### src/sv/fpa_pkg.sv
// Shared types, codes and default sizes for the fixed partition allocator.
// No dependencies; used by fpa_cell and fixed_partition_allocator_core.
package fpa_pkg;

	localparam int unsigned PARTITIONS_DEF = 4;
	localparam int unsigned SLOT_BYTES_DEF = 256;

	// field widths fixed by the interface
	localparam int unsigned ID_W     = 8;
	localparam int unsigned SIZE_W   = 11;
	localparam int unsigned STATUS_W = 2;
	localparam int unsigned INDEX_W  = 2;
	localparam int unsigned FRAG_W   = 11;
	// fragmentation of one partition, SLOT_BYTES is at most 1024
	localparam int unsigned WASTE_W  = 11;

	// request modes
	localparam logic MODE_ALLOC   = 1'b0;
	localparam logic MODE_RELEASE = 1'b1;

	// result status codes
	localparam logic [STATUS_W-1:0] ST_DONE      = 2'd0;
	localparam logic [STATUS_W-1:0] ST_TOO_LARGE = 2'd1;
	localparam logic [STATUS_W-1:0] ST_NO_FREE   = 2'd2;
	localparam logic [STATUS_W-1:0] ST_NOT_FOUND = 2'd3;

	// partition states
	localparam logic [1:0] SLOT_FREE    = 2'd0;
	localparam logic [1:0] SLOT_ALLOC   = 2'd1;
	localparam logic [1:0] SLOT_RETIRED = 2'd2;

	// request word travelling down the cell chain
	typedef struct packed {
		logic                valid;
		logic                mode;
		logic [ID_W-1:0]     id;
		logic [WASTE_W-1:0]  waste;    // new waste on allocate, freed waste on release
		logic                settled;  // the word is already answered, by a cell or on entry
		logic [STATUS_W-1:0] status;
		logic [INDEX_W-1:0]  index;
	} word_t;

endpackage

### src/sv/fpa_cell.sv
// One partition of the allocator: its state plus one stage of the request chain.
// Depends on fpa_pkg.
module fpa_cell #(
	parameter int unsigned INDEX = 0
) (
	input  logic          clk,
	input  logic          arst_n,
	input  fpa_pkg::word_t word_in,
	output fpa_pkg::word_t word_out
);

	logic [1:0]                   slot_status_q;
	logic [fpa_pkg::ID_W-1:0]     slot_owner_q;
	logic [fpa_pkg::WASTE_W-1:0]  slot_waste_q;
	logic                         valid_q;
	fpa_pkg::word_t               word_q;
	fpa_pkg::word_t               word_d;
	logic                         hit_alloc;
	logic                         hit_rel;

	always_comb begin
		word_d    = word_in;
		hit_alloc = word_in.valid && !word_in.settled &&
			word_in.mode == fpa_pkg::MODE_ALLOC && slot_status_q == fpa_pkg::SLOT_FREE;
		hit_rel   = word_in.valid && !word_in.settled &&
			word_in.mode == fpa_pkg::MODE_RELEASE &&
			slot_status_q == fpa_pkg::SLOT_ALLOC && slot_owner_q == word_in.id;
		if (hit_alloc || hit_rel) begin
			word_d.settled = 1'b1;
			word_d.status  = fpa_pkg::ST_DONE;
			word_d.index   = fpa_pkg::INDEX_W'(INDEX);
		end
		if (hit_rel) begin
			word_d.waste = slot_waste_q;
		end
	end

	always_ff @(posedge clk or negedge arst_n) begin
		if (!arst_n) begin
			slot_status_q <= fpa_pkg::SLOT_FREE;
			valid_q       <= 1'b0;
		end else begin
			valid_q <= word_in.valid;
			if (hit_alloc) begin
				slot_status_q <= fpa_pkg::SLOT_ALLOC;
			end else if (hit_rel) begin
				slot_status_q <= fpa_pkg::SLOT_RETIRED;
			end
		end
	end

	// owner and waste only matter while allocated
	always_ff @(posedge clk) begin
		word_q <= word_d;
		if (hit_alloc) begin
			slot_owner_q <= word_in.id;
			slot_waste_q <= word_in.waste;
		end else if (hit_rel) begin
			slot_owner_q <= '0;
			slot_waste_q <= '0;
		end
	end

	always_comb begin
		word_out       = word_q;
		word_out.valid = valid_q;
	end

endmodule

### src/sv/fixed_partition_allocator_core.sv
// Top level of the fixed partition first-fit allocator.
// Depends on fpa_pkg and fpa_cell.
//
// Usage:
//  - A request word (mode, process_id, request_size) is taken at a rising edge
//    with start high and busy low. busy then stays high until the answer is out.
//  - Each partition is one cell in a chain. The request walks the chain one
//    cell per cycle, lowest index first; the first cell that can serve it
//    (free on allocate, allocated to the same owner on release) claims it and
//    later cells just pass the word on. First fit falls out of the order.
//  - An oversized allocate is marked as answered on entry and only rides along.
//  - The fragmentation total is a running sum kept here, updated when the word
//    leaves the chain, so no adder tree over the cells is needed.
//  - The result (status, partition_index, total_fragmentation) is shown with
//    done high for exactly one cycle, once the word has passed every cell
//    register and the result register, and is taken at the edge that ends
//    that cycle. busy falls in that same cycle, so a new request may be given
//    while the result is on the ports; no new word is taken while one is
//    still in the chain.
//  - The receiver cannot stall; done is a single-cycle strobe.
//  - Reset (arst_n low, asynchronous) frees all partitions, zeroes the total
//    and clears busy and done.
module fixed_partition_allocator_core #(
	parameter int unsigned PARTITIONS = fpa_pkg::PARTITIONS_DEF,
	parameter int unsigned SLOT_BYTES = fpa_pkg::SLOT_BYTES_DEF
) (
	input  logic                           clk,
	input  logic                           arst_n,
	input  logic                           start,
	output logic                           busy,
	input  logic                           mode,
	input  logic [fpa_pkg::ID_W-1:0]       process_id,
	input  logic [fpa_pkg::SIZE_W-1:0]     request_size,
	output logic                           done,
	output logic [fpa_pkg::STATUS_W-1:0]   status,
	output logic [fpa_pkg::INDEX_W-1:0]    partition_index,
	output logic [fpa_pkg::FRAG_W-1:0]     total_fragmentation
);

	// running total wide enough for every partition at full waste
	localparam int unsigned TOT_BITS = $clog2(PARTITIONS * SLOT_BYTES + 1);
	localparam int unsigned SUM_W    = (TOT_BITS > fpa_pkg::FRAG_W) ? TOT_BITS : fpa_pkg::FRAG_W;
	localparam logic [SUM_W-1:0] SAT_LIMIT = SUM_W'((1 << fpa_pkg::FRAG_W) - 1);

	fpa_pkg::word_t chain [PARTITIONS+1];
	fpa_pkg::word_t head;
	fpa_pkg::word_t tail;
	logic           accept;
	logic           too_large;
	logic           busy_q;
	logic           done_q;
	logic [SUM_W-1:0]                total_q;
	logic [SUM_W-1:0]                total_d;
	logic [fpa_pkg::STATUS_W-1:0]    status_q;
	logic [fpa_pkg::INDEX_W-1:0]     index_q;
	logic [fpa_pkg::FRAG_W-1:0]      frag_q;

	assign accept    = start && !busy_q;
	assign too_large = (request_size > fpa_pkg::SIZE_W'(SLOT_BYTES));

	// entry word: oversized allocates are settled before the chain
	always_comb begin
		head.valid   = accept;
		head.mode    = mode;
		head.id      = process_id;
		head.waste   = fpa_pkg::WASTE_W'(SLOT_BYTES) - request_size;
		head.index   = '0;
		head.settled = 1'b0;
		head.status  = (mode == fpa_pkg::MODE_ALLOC) ? fpa_pkg::ST_NO_FREE
		                                             : fpa_pkg::ST_NOT_FOUND;
		if (mode == fpa_pkg::MODE_ALLOC && too_large) begin
			head.settled = 1'b1;
			head.status  = fpa_pkg::ST_TOO_LARGE;
		end
	end

	assign chain[0] = head;

	for (genvar g = 0; g < PARTITIONS; g++) begin : g_cell
		fpa_cell #(
			.INDEX(g)
		) u_cell (
			.clk     (clk),
			.arst_n  (arst_n),
			.word_in (chain[g]),
			.word_out(chain[g+1])
		);
	end

	assign tail = chain[PARTITIONS];

	// apply the claimed waste to the running sum
	always_comb begin
		total_d = total_q;
		if (tail.valid && tail.status == fpa_pkg::ST_DONE) begin
			if (tail.mode == fpa_pkg::MODE_ALLOC) begin
				total_d = total_q + SUM_W'(tail.waste);
			end else begin
				total_d = total_q - SUM_W'(tail.waste);
			end
		end
	end

	always_ff @(posedge clk or negedge arst_n) begin
		if (!arst_n) begin
			busy_q  <= 1'b0;
			done_q  <= 1'b0;
			total_q <= '0;
		end else begin
			done_q  <= tail.valid;
			total_q <= total_d;
			if (accept) begin
				busy_q <= 1'b1;
			end else if (tail.valid) begin
				busy_q <= 1'b0;
			end
		end
	end

	// result word, shown for one cycle under done
	always_ff @(posedge clk) begin
		if (tail.valid) begin
			status_q <= tail.status;
			index_q  <= (tail.status == fpa_pkg::ST_DONE) ? tail.index : '0;
			frag_q   <= (total_d > SAT_LIMIT) ? fpa_pkg::FRAG_W'(SAT_LIMIT)
			                                  : total_d[fpa_pkg::FRAG_W-1:0];
		end
	end

	assign busy                = busy_q;
	assign done                = done_q;
	assign status              = status_q;
	assign partition_index     = index_q;
	assign total_fragmentation = frag_q;

	// accepting a word raises busy
	a_accept_busy: assert property (@(posedge clk) disable iff (!arst_n)
		accept |=> busy_q)
		else $error("busy not raised after accepting a word");

	// the answer only appears once the chain is empty
	a_done_idle: assert property (@(posedge clk) disable iff (!arst_n)
		done_q |-> !busy_q)
		else $error("result shown while a word is still in the chain");

	// busy only drops together with the answer
	a_busy_done: assert property (@(posedge clk) disable iff (!arst_n)
		$fell(busy_q) |-> done_q)
		else $error("busy dropped without a result");

	// one result per word
	a_single_done: assert property (@(posedge clk) disable iff (!arst_n)
		done_q |=> !done_q)
		else $error("result strobe held for more than one cycle");

endmodule
### config.mk
export PLATFORM = sky130hd
export DESIGN_NAME = fixed_partition_allocator_core
export DESIGN_NICKNAME = d
export VERILOG_FILES = /design/src/sv/fpa_pkg.sv /design/src/sv/fpa_cell.sv /design/src/sv/fixed_partition_allocator_core.sv
export SDC_FILE = /design/constraint.sdc
export NUM_CORES = 1
export LEC_CHECK = 0
export ABC_AREA = 1
export BUFFER_PORTS_ARGS = -buffer_cell sky130_fd_sc_hd__buf_2
export CORE_UTILIZATION = 40
export DETAILED_ROUTE_END_ITERATION = 8
export PLACE_DENSITY_LB_ADDON = 0.2
export SYNTH_ARGS = -nofsm -noshare
export SYNTH_HDL_FRONTEND = slang
export SYNTH_SLANG_ARGS = --single-unit
### constraint.sdc
create_clock -name clk -period 6.8 [get_ports clk]
set_clock_uncertainty 0.15 [all_clocks]
set_input_delay 0.68 -clock clk [delete_from_list [all_inputs] [get_ports clk]]
set_output_delay 0.68 -clock clk [all_outputs]
set_load 0.02 [all_outputs]
==> qor.csv <==
metric,value,unit
ys_seq_elements,204,
cts-resized-gates,0,
setup_viol,0,
clock-sinks,204,
pwr-share-comb,4.4,%
synth_commonest_cells,"nand2_1, inv_1, nor2_1",
cts_hold_buf,0,
fin_setup_tns,0,ns
grt_remaining_overflow,0,
required,6.77,ns
critPathMaxFanout,22,
pin_count,40,
die_h,145.1,um
clock.fmax,320.9,MHz
p_sw_share,21.02,%
drive_gt1_share,9.681,%
hp-class,in2async,
yosysSeqAreaShare,62.51,%
synthAdderAreaFrac,2.078,%
nets,929,
ctsHtreeMaxLevel,1,
diodes,0,
tightest_slew,0.9168,ns
cts_made_buffers,22,
clockPowerShare,44.5,%
grt_pass1_wl,23630,um
status,completed,
max_cap_violations,0,
routed_via_density,4.358,
wl,13320,um
yosysWarningCount,0,
layout_setup_ws,3.683,ns
critPathLaunchType,register,
cts_tree,built,
dr.pass1.iters,4,
slew_violations,0,
mappedNetlistNets,882,
core_area,19780,um2
area_delta_synth_final,14.13,%
synth_ff_type,edfxtp_1,
p_switching,546.0,uW
rsz0062_at_grt,false,
finalCriticalPeriod,3.117,ns
grt_max_degree,26,
seq_power_share,51.1,%
cts-root-buf,clkbuf_16,
synth_top_area_cell,edfxtp_1,
slew-limit-headroom,38.73,%
synthTopCellsByArea,"edfxtp_1, dfxtp_1, nand2_1",
synth_compound_area_share,3.590,%
gp_congestion,0.8050,
pwr_density_cell,277.9,nW/um2
start_util,41.40,%
clk_pin_slew_worst_paths,0.06,ns
synth_area_per_cell,9.681,um2
synth_cell_type_count,40,
worst_ep_arrival_time,3.09,ns
postCtsSetupBuffers,0,
fin_total_pwr,2.598,mW
track_usage,13.47,%
finalCritPeriodShare,45.83,%
postRouteAntennaNets,0,
die_x,145.1,um
syn_area,8190,um2
rows,51,
synthMuxAreaShare,0,%
clk_latency,0.49,ns
yosysMostFrequentCell,nand2_1,
portBuffers,39,
dpl.hpwl,9641,um
drc,0,
synth_edf_count,91,
yosysTopAreaCellShare,33.36,%
crit_type,reg2reg,
synth_top_family_by_area,simple AND/OR/NAND/NOR gates,
hold_viol_final,0,
ir_drop,0.0001601,V
vias,5116,
p_int,2.052,mW
clockBufferDepth,3,
yosys.area_share.simple,19.23,%
leakagePower,4.198,nW
fill_cells,1887,
synth_xor_area_share,4.491,%
syn_inst,846,
async_reset_ff_share,12.25,%
dieArea,21050,um2
cp-end-kind,register,
pre_cts_ws,3.618,ns
wl_per_cell,11.35,um
drt-initial-drc-count,240,
hold_ws,0.06332,ns
grt_pass1_vias,5092,
antenna_found_initial,0,
-- sequential cells by signal (all words and copies together) (netlist names) --
register	flops
g_cell.u_cell.word_out	88
g_cell.u_cell.slot_status_q	8
g_cell.u_cell.slot_waste_q	44
partition_index	2
busy	1
total_fragmentation	11
status	2
g_cell.u_cell.slot_owner_q	32
g_cell.u_cell.valid_q	4
total_q	11
done	1
-- power by group through the flow --
| stage | Clock, mW | Combinational [mW] | Sequential [mW] |
|---|---|---|---|
| final | 1.16 | 0.115 | 1.33 |
| after global routing | 1.24 | 0.137 | 1.33 |
| after CTS | 1.19 | 0.117 | 1.33 |
| after detailed placement | 0 | 0.116 | 1.35 |
| after global placement | 0 | 0.115 | 1.35 |
| after floorplan | 0 | 0.0855 | 1.35 |
-- per-stage QoR --
step           std cells  utilization [%]  cell area, um2
2_1_floorplan        846                -            8190
3_3_place_gp        1134            43.66            8636
3_5_place_dp        1134            43.66            8636
4_1_cts             1174            47.25            9348
5_1_grt             1174            47.25            9348
6_report            1174            47.25            9348
-- routing by layer --
layer  vias up  part of all wire (%)  global-route usage [%]
met5         -                     0                       0
met4         0                   2.9                   4.842
met3        31                   3.5                   2.547
met2        82                    47                   23.22
met1      2249                    46                   16.78
li1       2754                     -                       -
-- cells by family (layout without fill, tap and decap cells) --
| family | count (synthesis) | count (layout) |
|---|---|---|
| xor+xnor | 42 | 42 |
| simple gates | 367 | 367 |
| other cells | 1 | 1 |
| buf+inv | 167 | 230 |
| flops | 204 | 204 |
| compound gates | 52 | 52 |
| fa+ha+maj | 13 | 13 |
-- worst paths after layout --
path	start	endpoint	slack, ns	depth (start not counted)
max reg2reg	g_cell[1].u_cell.slot_status_q[1]	g_cell[1].u_cell.slot_waste_q[5]	3.68	5
min in group clk	process_id[2]	g_cell[0].u_cell.word_out[18]	0.15	1
min reg2reg	g_cell[0].u_cell.word_out[24]	g_cell[1].u_cell.word_out[24]	0.21	0
max	g_cell[1].u_cell.slot_status_q[1]	g_cell[1].u_cell.slot_waste_q[5]	3.68	5
max in group asynchronous	arst_n	total_q[6]	6.00	1
min	arst_n	busy	0.06	1
-- cells in the final DEF (no fill, tap or decap), drive strengths merged, types with 2 or more instances in the layout --
cell	netlist	routed
nand2	180	180
inv	147	147
nor2	111	111
edfxtp	91	91
dfxtp	88	88
nand3	44	44
buf	12	42
clkbuf	7	32
o21ai	31	31
dfrtp	25	25
xor2	21	21
xnor2	21	21
nand4	13	13
ha	12	12
nor3	11	11
a21oi	10	10
clkinv	1	8
nand3b	4	4
o22ai	3	3
a31oi	2	2
o21bai	2	2
or2	2	2
-- final cells by class --
class                           count  area [um2]  share of cell area (%)
Sequential cell                   204        5120                   54.77
Inverter                          148       555.5                   5.943
Timing Repair Buffer               42       217.7                   2.329
Tap cell                          265       331.6                   3.547
Multi-Input combinational cell    475        2411                   25.79
Clock inverter                      8       61.31                  0.6559
Clock buffer                       32       650.6                   6.960
-- critical path, cell delays in order, from the launching register on --
cell and delay [ns]:
dfrtp_1 0.39, nor3_1 0.24, nand4_1 0.12, nor3_2 0.57
nand2_1 0.47, nand2_1 0.79
(Power assumes the default switching activity.)
